===== config.mk =====
export PLATFORM = sky130hd
export DESIGN_NAME = cpal_pipe_ctrl
export DESIGN_NICKNAME = d
export VERILOG_FILES = /design/src/cpal_pkg.sv /design/src/cpal_pipe_ctrl.sv
export SDC_FILE = /design/constraint.sdc
export NUM_CORES = 1
export LEC_CHECK = 0
export BUFFER_PORTS_ARGS = -buffer_cell sky130_fd_sc_hd__buf_2
export CORE_AREA = 8 8 45 47
export DETAILED_ROUTE_END_ITERATION = 7
export DIE_AREA = 0 0 53 55
export RECOVER_POWER = 100
export SYNTH_ARGS = -nofsm -noshare
export SYNTH_HDL_FRONTEND = slang
export SYNTH_SLANG_ARGS = --single-unit

===== constraint.sdc =====
create_clock -name aclk -period 1.9 [get_ports aclk]
set_input_delay 0.38 -clock aclk [delete_from_list [all_inputs] [get_ports aclk]]
set_output_delay 0.38 -clock aclk [all_outputs]
set_load 0.02 [all_outputs]

===== src/cpal_pkg.sv =====
// Shared types, widths, register indexes and the cosine table generator for the
// cosine palette pixel generator. No dependencies.
`default_nettype none

package cpal_pkg;

    // Field and datapath widths
    localparam int COL_W      = 12;   // column index
    localparam int STEP_W     = 24;   // column step, unsigned Q0.24
    localparam int T_W        = COL_W + STEP_W;  // t, unsigned Q12.24
    localparam int COEF_W     = 16;   // one coefficient, signed Q2.14
    localparam int FRAC_W     = 38;   // fractional phase bits
    localparam int SUM_W      = 33;   // a*2^14 + b*cos
    localparam int ACC_W      = SUM_W + 8;  // times 255
    localparam int LEVEL_W    = 8;
    localparam int CFG_IDX_W  = 3;
    localparam int CFG_DATA_W = 64;

    // Register indexes
    localparam logic [CFG_IDX_W-1:0] REG_RED   = CFG_IDX_W'(0);
    localparam logic [CFG_IDX_W-1:0] REG_GREEN = CFG_IDX_W'(1);
    localparam logic [CFG_IDX_W-1:0] REG_BLUE  = CFG_IDX_W'(2);
    localparam logic [CFG_IDX_W-1:0] REG_STEP  = CFG_IDX_W'(3);

    // Reset values: a = b = d = 0.5, c = 0.25; step about 0.001
    localparam logic [CFG_DATA_W-1:0] COEF_RESET = 64'h2000_1000_2000_2000;
    localparam logic [STEP_W-1:0]     STEP_RESET = 24'd16777;

    // Pipeline stage positions
    localparam int NUM_STAGES = 6;
    localparam int STG_T      = 0;
    localparam int STG_FRAC   = 1;
    localparam int STG_IDX    = 2;
    localparam int STG_COS    = 3;
    localparam int STG_SUM    = 4;
    localparam int STG_LEVEL  = 5;

    typedef struct packed {
        logic [NUM_STAGES-1:0] load;   // stage register takes a new request
    } pipe_ctrl_t;

    // Table generator constants (Q2.30)
    localparam logic [63:0] TWO_PI_Q30 = 64'd6746518852;
    localparam longint      ONE_Q30    = 64'sd1073741824;

    // Horner step divides by den * 2^30: drop 30 bits, then an exact reciprocal
    // multiply. Dividend stays below 2^32 and den below 2^9, so a 41-bit scale
    // with a rounded-up reciprocal gives the floor quotient.
    localparam int          RCP_SHIFT = 41;
    localparam logic [63:0] RCP_380 = 64'(((128'd1 << RCP_SHIFT) + 128'd379) / 128'd380);
    localparam logic [63:0] RCP_306 = 64'(((128'd1 << RCP_SHIFT) + 128'd305) / 128'd306);
    localparam logic [63:0] RCP_240 = 64'(((128'd1 << RCP_SHIFT) + 128'd239) / 128'd240);
    localparam logic [63:0] RCP_182 = 64'(((128'd1 << RCP_SHIFT) + 128'd181) / 128'd182);
    localparam logic [63:0] RCP_132 = 64'(((128'd1 << RCP_SHIFT) + 128'd131) / 128'd132);
    localparam logic [63:0] RCP_90  = 64'(((128'd1 << RCP_SHIFT) + 128'd89) / 128'd90);
    localparam logic [63:0] RCP_56  = 64'(((128'd1 << RCP_SHIFT) + 128'd55) / 128'd56);
    localparam logic [63:0] RCP_30  = 64'(((128'd1 << RCP_SHIFT) + 128'd29) / 128'd30);
    localparam logic [63:0] RCP_12  = 64'(((128'd1 << RCP_SHIFT) + 128'd11) / 128'd12);
    localparam logic [63:0] RCP_2   = 64'(((128'd1 << RCP_SHIFT) + 128'd1) / 128'd2);

    // floor(num / (den * 2^30)); num is never negative here
    function automatic longint horner_div(input longint num, input logic [63:0] rcp);
        logic [63:0]  y;
        logic [127:0] prod;
        y    = 64'(num) >> 30;
        prod = 128'(y) * 128'(rcp);
        return longint'(prod[RCP_SHIFT +: 64]);
    endfunction

    // Cosine table entry for u = k * 2^32 / size; Q2.14, rounded.
    // Quadrant folding, then a ten term Horner Taylor series in Q2.30.
    function automatic logic signed [COEF_W-1:0] cos_entry(input logic [63:0] u_in);
        logic [63:0] u;
        logic [63:0] theta;
        logic [63:0] sq;
        logic        neg;
        longint      x2;
        longint      r;
        longint      v;
        u   = u_in;
        neg = 1'b0;
        if (u > (64'd1 << 31)) begin
            u = (64'd1 << 32) - u;
        end
        if (u > (64'd1 << 30)) begin
            u   = (64'd1 << 31) - u;
            neg = 1'b1;
        end
        theta = (u * TWO_PI_Q30) >> 32;
        sq    = (theta * theta) >> 30;
        x2    = longint'(sq);
        r     = ONE_Q30;
        r = ONE_Q30 - horner_div(x2 * r, RCP_380);
        r = ONE_Q30 - horner_div(x2 * r, RCP_306);
        r = ONE_Q30 - horner_div(x2 * r, RCP_240);
        r = ONE_Q30 - horner_div(x2 * r, RCP_182);
        r = ONE_Q30 - horner_div(x2 * r, RCP_132);
        r = ONE_Q30 - horner_div(x2 * r, RCP_90);
        r = ONE_Q30 - horner_div(x2 * r, RCP_56);
        r = ONE_Q30 - horner_div(x2 * r, RCP_30);
        r = ONE_Q30 - horner_div(x2 * r, RCP_12);
        r = ONE_Q30 - horner_div(x2 * r, RCP_2);
        if (r < 0) begin
            r = 0;
        end
        v = (r + 64'sd32768) >>> 16;
        if (neg) begin
            v = -v;
        end
        return COEF_W'(v);
    endfunction

endpackage

`default_nettype wire


===== src/cpal_pipe_ctrl.sv =====
// Valid bits and per-stage load enables of the palette pipeline.
// Depends on cpal_pkg.
`default_nettype none

module cpal_pipe_ctrl import cpal_pkg::*; (
    input  wire logic       aclk,
    input  wire logic       aresetn,
    input  wire logic       s_tvalid,
    output logic            s_tready,
    output logic            m_tvalid,
    input  wire logic       m_tready,
    output pipe_ctrl_t      ctrl
);

    logic [NUM_STAGES-1:0] valid_reg;
    logic [NUM_STAGES-1:0] valid_next;
    logic [NUM_STAGES:0]   ready;

    // A stage is free when empty or when its request moves on this cycle
    always_comb begin
        ready[NUM_STAGES] = m_tready;
        for (int k = NUM_STAGES - 1; k >= 0; k--) begin
            ready[k] = !valid_reg[k] || ready[k+1];
        end
        for (int k = 0; k < NUM_STAGES; k++) begin
            if (k == 0) begin
                ctrl.load[k] = s_tvalid && ready[k];
            end else begin
                ctrl.load[k] = valid_reg[k-1] && ready[k];
            end
            valid_next[k] = ctrl.load[k] || (valid_reg[k] && !ready[k+1]);
        end
    end

    always_ff @(posedge aclk) begin
        if (!aresetn) begin
            valid_reg <= '0;
        end else begin
            valid_reg <= valid_next;
        end
    end

    assign s_tready = ready[0];
    assign m_tvalid = valid_reg[NUM_STAGES-1];

endmodule

`default_nettype wire


# Word-level counts from Yosys, hierarchy flattened
# Index checks and enable logic that the tools add are counted.
dict set report totals {
  in_bits 4
  regBits 6
}
dict set report op_classes {
  n_reduce_logical 36
}
# operator count
set op_table {}
lappend op_table {{1-bit logical AND} 12}
lappend op_table {{1-bit logical NOT} 12}
lappend op_table {{1-bit logical OR} 12}

# Depth between registers and ports, before layout
# Gate-level depths: netlist of run 1.
dict set report depth {
  depth_word 9
  mapped_depth 3
  mapped_depth_nobuf 2
}

# Worst setup path before layout of run 1
# OpenSTA, ideal clock, no wires.
dict set report synth_timing {
  path_type {reg2out}
  from {register valid_reg[5]}
  to {output port ctrl[1] (netlist name)}
  setup_slack_ns 0.487
  path_stages_with_launch 3
  t_required_ns 1.520
  arrival_ns 1.033
  path_buffers 0
  cell_sequence {dfxtp_1 and4b_1 a31oi_1}
}
# element line_no
set synth_lines {}
lappend synth_lines {{start, declared} cpal_pipe_ctrl.sv:15} ;# logic [NUM_STAGES-1:0] valid_reg;
lappend synth_lines {{start signal, assigned} cpal_pipe_ctrl.sv:39} ;# valid_reg <= valid_next;
lappend synth_lines {{end, declared} cpal_pipe_ctrl.sv:12} ;# output pipe_ctrl_t ctrl

# Worst setup path after layout of run 1
dict set report layout_timing {
  from {register valid_reg[4]}
  to {output port s_tready}
}
dict set report layout_between {
  elab_chain_cells 6
}
# element line_no
set layout_lines {}
lappend layout_lines {{1-bit logical NOT} cpal_pipe_ctrl.sv:23} ;# ready[k] = !valid_reg[k] || ready[k+1];
lappend layout_lines {{1-bit logical OR (5 in a row)} cpal_pipe_ctrl.sv:23}
lappend layout_lines {{end, declared} cpal_pipe_ctrl.sv:9} ;# output logic s_tready,
# No other way between the ends.

==> results.json, run 1 <==
{
  "arrival_ns": 1.25,
  "multi_input_area_um2": 149,
  "grt_overflow": 0,
  "drc": 0,
  "track_usage_pct": 5.47,
  "synth_top_cells_by_count": "dfxtp_1 (6), nand2_1 (4), o21a_1 (4)",
  "critPathLaunch": "valid_reg[4]$_SDFF_PN0_",
  "synthArstFlopShare_pct": 0,
  "synth_edf_count": 0,
  "wl_um": 656,
  "synth_top_area_cell": "dfxtp_1",
  "h-tree-depth": 1,
  "r2r_end": "valid_reg[1]$_SDFF_PN0_",
  "n_fill_cell": 154,
  "worst_r2r_path_depth": 2,
  "syn_area_per_cell_um2": 9.15,
  "layout-drive-gt1-share_pct": 15.6,
  "die_h_um": 55,
  "post_cts_resized": 0,
  "globalplace.congestion": 0.750,
  "antenna_found_initial": 0,
  "grt_setup_unrepaired": "false",
  "start_util_pct": 21.2,
  "placed_area_um2": 363,
  "path_max_fanout": 6,
  "dpl.cell_count": 58,
  "vias": 282,
  "die_x_um": 53,
  "drt_iter0_markers": 3,
  "layout.cells.non_filler": 61,
  "worstSetupPathType": "flip-flop to output pin",
  "synth.net_count": 36,
  "p_leak_uw": 0.000142,
  "min_period_ns": 1.63,
  "post_cts_buffers": 0,
  "cp.required_ns": 1.52,
  "finalSetupViolCount": 0,
  "cts_buffers": 3,
  "core_um2": 1380,
  "vias_per_cell": 4.62,
  "min_path_cells": 3,
  "synthTopCellsByArea": "dfxtp_1 (41%), o21a_1 (10%), nand4b_4 (8.1%)",
  "synthFlopType": "dfxtp_1",
  "largest_reg_flops": 6,
  "max_clock_freq_mhz": 614,
  "slew_viol_final": 0,
  "skew_ns": 0.00211,
  "synth_most_common_cell": "dfxtp_1",
  "syn_area_um2": 293,
  "io_buffers": 11,
  "synth_cell_types": 16,
  "syn_to_final_growth_pct": 23.5,
  "worst-r2r-setup-slack_ns": 1.00,
  "row_count": 14,
  "cap_violations": 0,
  "min_path_type": "input pin to flip-flop",
  "worst_pin_slew_ns": 0.268,
  "synthCells": 32,
  "reg2reg_from": "valid_reg[4]$_SDFF_PN0_",
  "worstSetupEndpointType": "output pin",
  "pin_count": 12,
  "timing.critical_path.to": "s_tready",
  "clock_path_buffers": 2,
  "relSlewSlack_pct": 82.2,
  "seq_area_frac_synth_pct": 41.0,
  "run_status": "complete, no violations",
  "netlist.area_leader.share_pct": 41.0,
  "grt_pass1_vias": 279,
  "wl_per_cell_um": 10.8,
  "finalCritPeriodShare_pct": 85.8,
  "cts_tree": "yes",
  "post-route-cell-area_um2": 362,
  "clk_pin_slew_ns": 0.04,
  "regArea_um2": 120,
  "tns_ns": 0,
  "ctsHoldBuffers": 0,
  "worst_hold_slack_ns": 0.369,
  "clockRootBuffer": "clkbuf_4",
  "synth-seq-cells": 6,
  "ir_drop_mv": 0.212,
  "antennaDiodeCount": 0,
  "insertion_delay_ns": 0.24,
  "grt_max_degree": 10,
  "p_per_area_nw_per_um2": 740,
  "grt_pass1_wl_um": 1100,
  "hpwl_um": 536,
  "final_core_util_pct": 26.1,
  "layout.nets": 51,
  "drtPass1Iterations": 4,
  "critPathLaunchType": "flip-flop",
  "dieArea_um2": 2920,
  "yosys_warnings": 0,
  "ant_nets": 0,
  "hold_violations": 0,
  "cts_sinks": 6
}
-- metal layers --
| metal | vias to the layer above | wire [µm] | track usage, % |
|---|---|---|---|
| li1 | 141 | - | - |
| met1 | 129 | 240 | 4.73 |
| met2 | 10 | 329 | 8.59 |
| met3 | 2 | 58 | 1.87 |
| met4 | 0 | 27 | 7.76 |
| met5 | - | 0 | 0 |
-- layout by cell type (no fill, tap or decap), types with 2 or more instances in the layout --
cell,n
nand3_1,2
dfxtp_1,6
nor2b_1,3
nand2_1,4
o21a_1,4
clkbuf_1,7
buf_2,4
clkbuf_4,3
o21ai_0,3
-- cells by family (layout without fill, tap and decap cells) --
| family | after synthesis | count (layout) | share of synthesized area [%] |
|---|---|---|---|
| buf+inv | 2 | 15 | 2.99 |
| compound gates | 9 | 9 | 20.1 |
| flops | 6 | 6 | 41.0 |
| simple gates | 15 | 15 | 35.9 |
-- cell type report --
class	count	area share, %
multi-input cells	24	41.2
flip-flops and latches	6	33.2
repair buffers	11	12.8
clock buffers	3	6.23
well taps	16	5.54
inverters	1	1.04
-- metrics by stage --
step | worst slack (ns) | total power, µW
global placement | 0.436 | 160
finish | 0.270 | 268
floorplan | 0.487 | 151
CTS | 0.306 | 278
detailed placement | 0.427 | 161
global route | 0.142 | 292
-- how the worst min path moves through the flow --
stage,startpoint,end,slack [ns]
after floorplan,valid_reg[0]$_SDFF_PN0_,valid_reg[1]$_SDFF_PN0_,0.45
after global placement,valid_reg[0]$_SDFF_PN0_,valid_reg[1]$_SDFF_PN0_,0.49
after detailed placement,valid_reg[0]$_SDFF_PN0_,valid_reg[1]$_SDFF_PN0_,0.51
after CTS,s_tvalid,valid_reg[0]$_SDFF_PN0_,0.37
after global routing,s_tvalid,valid_reg[0]$_SDFF_PN0_,0.37
final,s_tvalid,valid_reg[0]$_SDFF_PN0_,0.37
-- where the power goes --
part	switching, µW	leakage (µW)	total, µW	internal [µW]
Combinational	13.6	0.0000790	22.2	8.60
Clock	40.3	0.0000138	111	71.1
Sequential	4.30	0.0000489	134	130
-- critical path: stages, from the launching register on --
cell	delay (ns)
dfxtp_1	0.36
nand4b_1	0.21
or2_1	0.27
clkbuf_1	0.17
Power figures use the tool's default switching activity.
==> run 2: changes to the inputs <==
- ABC_AREA: default -> 1
==> results.json, run 2 <==
{
  "post_cts_resized": 0,
  "layout.nets": 55,
  "dieArea_um2": 2920,
  "path_max_fanout": 4,
  "globalplace.congestion": 0.638,
  "drt_iter0_markers": 2,
  "worst_slack_ns": 0.210,
  "critPathLaunchType": "flip-flop",
  "worst-r2r-setup-slack_ns": 0.90,
  "hold_path_end": "valid_reg[3]$_SDFF_PN0_",
  "synthTopCellsByArea": "dfxtp_1 (43%), inv_1 (15%), a21oi_1 (11%)",
  "skew_ns": 0.00461,
  "worst_r2r_path_depth": 4,
  "clock_path_buffers": 2,
  "vias": 249,
  "synth_cell_types": 12,
  "worstSetupEndpointType": "output pin",
  "drtPass1Iterations": 3,
  "h-tree-depth": 1,
  "synth_top_area_cell": "dfxtp_1",
  "synthArstFlopShare_pct": 0,
  "wl_per_cell_um": 9.38,
  "cts_sinks": 6,
  "wl_um": 610,
  "layout-drive-gt1-share_pct": 18.4,
  "pin_count": 12,
  "min_path_type": "input pin to flip-flop",
  "start_util_pct": 20.2,
  "synth-seq-cells": 6,
  "layout_commonest_cell": "inv_1",
  "core_um2": 1380,
  "reg2reg_from": "valid_reg[5]$_SDFF_PN0_",
  "worstSetupPathType": "flip-flop to output pin",
  "grt_pass1_vias": 267,
  "synth_top_cells_by_count": "inv_1 (11), a21oi_1 (6), dfxtp_1 (6)",
  "most-common-layout-cells": "inv_1 (11), a21oi_1 (7), clkbuf_1 (7)",
  "tns_ns": 0,
  "synthFlopType": "dfxtp_1",
  "synthCells": 35,
  "slew_viol_final": 0,
  "ant_nets": 0,
  "run_status": "complete, no violations",
  "pre_cts_slack_ns": 0.289,
  "seq_area_frac_synth_pct": 43.0,
  "track_usage_pct": 5.09,
  "syn_area_um2": 279,
  "cp.required_ns": 1.52,
  "clockRootBuffer": "clkbuf_4",
  "grt_overflow": 0,
  "grt_max_degree": 6,
  "synth.net_count": 39,
  "cts_tree": "yes",
  "antenna_found_initial": 0,
  "ctsHoldBuffers": 0,
  "critPathMaxStageDelay_ns": 0.37,
  "syn_area_per_cell_um2": 7.97,
  "largest_reg_flops": 6,
  "p_leak_uw": 0.000167,
  "die_h_um": 55,
  "worst_pin_slew_ns": 0.260,
  "finalCritPeriodShare_pct": 88.9,
  "vias_per_cell": 3.83,
  "drc": 0,
  "die_x_um": 53,
  "cp_slowest_cell": "dfxtp_1",
  "yosys_warnings": 0,
  "p_per_area_nw_per_um2": 786,
  "grt_setup_unrepaired": "false",
  "netlist.area_leader.share_pct": 43.0,
  "cts_buffers": 3,
  "antennaDiodeCount": 0,
  "hold_violations": 0,
  "max_clock_freq_mhz": 592,
  "cap_violations": 0,
  "min_path_cells": 2,
  "syn_to_final_growth_pct": 25.1,
  "finalSetupViolCount": 0,
  "synth_most_common_cell": "inv_1",
  "clk_pin_slew_ns": 0.05,
  "min_period_ns": 1.69,
  "hpwl_um": 484,
  "io_buffers": 11,
  "insertion_delay_ns": 0.25,
  "relSlewSlack_pct": 82.8,
  "row_count": 14,
  "r2r_end": "valid_reg[0]$_SDFF_PN0_",
  "post_cts_buffers": 0,
  "ir_drop_mv": 0.197,
  "min_from": "aresetn",
  "synth_edf_count": 0,
  "grt_pass1_wl_um": 1020,
  "worstPathCellList": "nand3_2 -> nor2_4 -> nand4_1 -> nand2_1 -> inv_1 -> buf_2",
  "arrival_ns": 1.31
}
-- run 2: cell count changes in the layout (fill, tap and decap cells not counted), moves of 2 or more --
cell / delta
inv_1: +10
a21oi_1: +7
nor2b_1: -3
o21a_1: -3
o21ai_0: -2
-- run 2: how the worst max path moves through the flow --
stage / start / end / slack (ns) / depth (start not counted)
after floorplan: valid_reg[5]$_SDFF_PN0_ / ctrl[0] / 0.41 / 5
after global placement: m_tready / ctrl[1] / 0.30 / 8
after detailed placement: m_tready / ctrl[1] / 0.29 / 8
after CTS: valid_reg[5]$_SDFF_PN0_ / ctrl[1] / 0.20 / 6
after global routing: valid_reg[5]$_SDFF_PN0_ / ctrl[0] / 0.10 / 6
final: valid_reg[5]$_SDFF_PN0_ / ctrl[0] / 0.21 / 6
-- run 2: layout make-up --
type | instances | area (µm²)
tap | 16 | 20.0
timing repair buffer | 11 | 46.3
clock buffer | 3 | 22.5
multi-input combinational | 18 | 98.8
inverter | 11 | 41.3
fill | 164 | 1030
sequential | 6 | 120
-- run 2: routing by layer --
metal,track usage (%),part of all wire (%),vias to the layer above
li1,-,-,136
met1,5.34,46,103
met3,4.01,14,0
met4,5.17,0,0
met5,0,0,-
met2,6.05,39,10
-- run 2: kinds of logic (layout without fill, tap and decap cells) --
group / count (synthesis) / in the layout / share of synthesized area, %
buf+inv: 11 / 25 / 14.8
compound gates: 9 / 9 / 18.4
simple gates: 9 / 9 / 23.8
flops: 6 / 6 / 43.1
-- run 2: worst max-delay path, delay by kind of cell, from the launching register on --
kind | cells | cell delay [ns]
buffers and inverters | 2 | 0.18
and+or+nand+nor | 4 | 0.51
DFF | 1 | 0.37
-- run 2: power by group --
part | switching [µW] | internal (µW) | leakage [µW]
logic | 14.5 | 7.47 | 0.000104
clock network | 48.6 | 71.6 | 0.0000138
registers | 2.60 | 130 | 0.0000489
-- run 2: per-stage QoR --
step	total power [µW]	hold slack [ns]	cell area (µm²)	instances	util, %
after global routing	292	0.368	349	65	25.2
after floorplan	150	0.463	279	35	-
after CTS	283	0.354	377	65	27.2
after global placement	159	0.480	354	62	25.6
final	274	0.362	349	65	25.2
after detailed placement	160	0.482	354	62	25.6
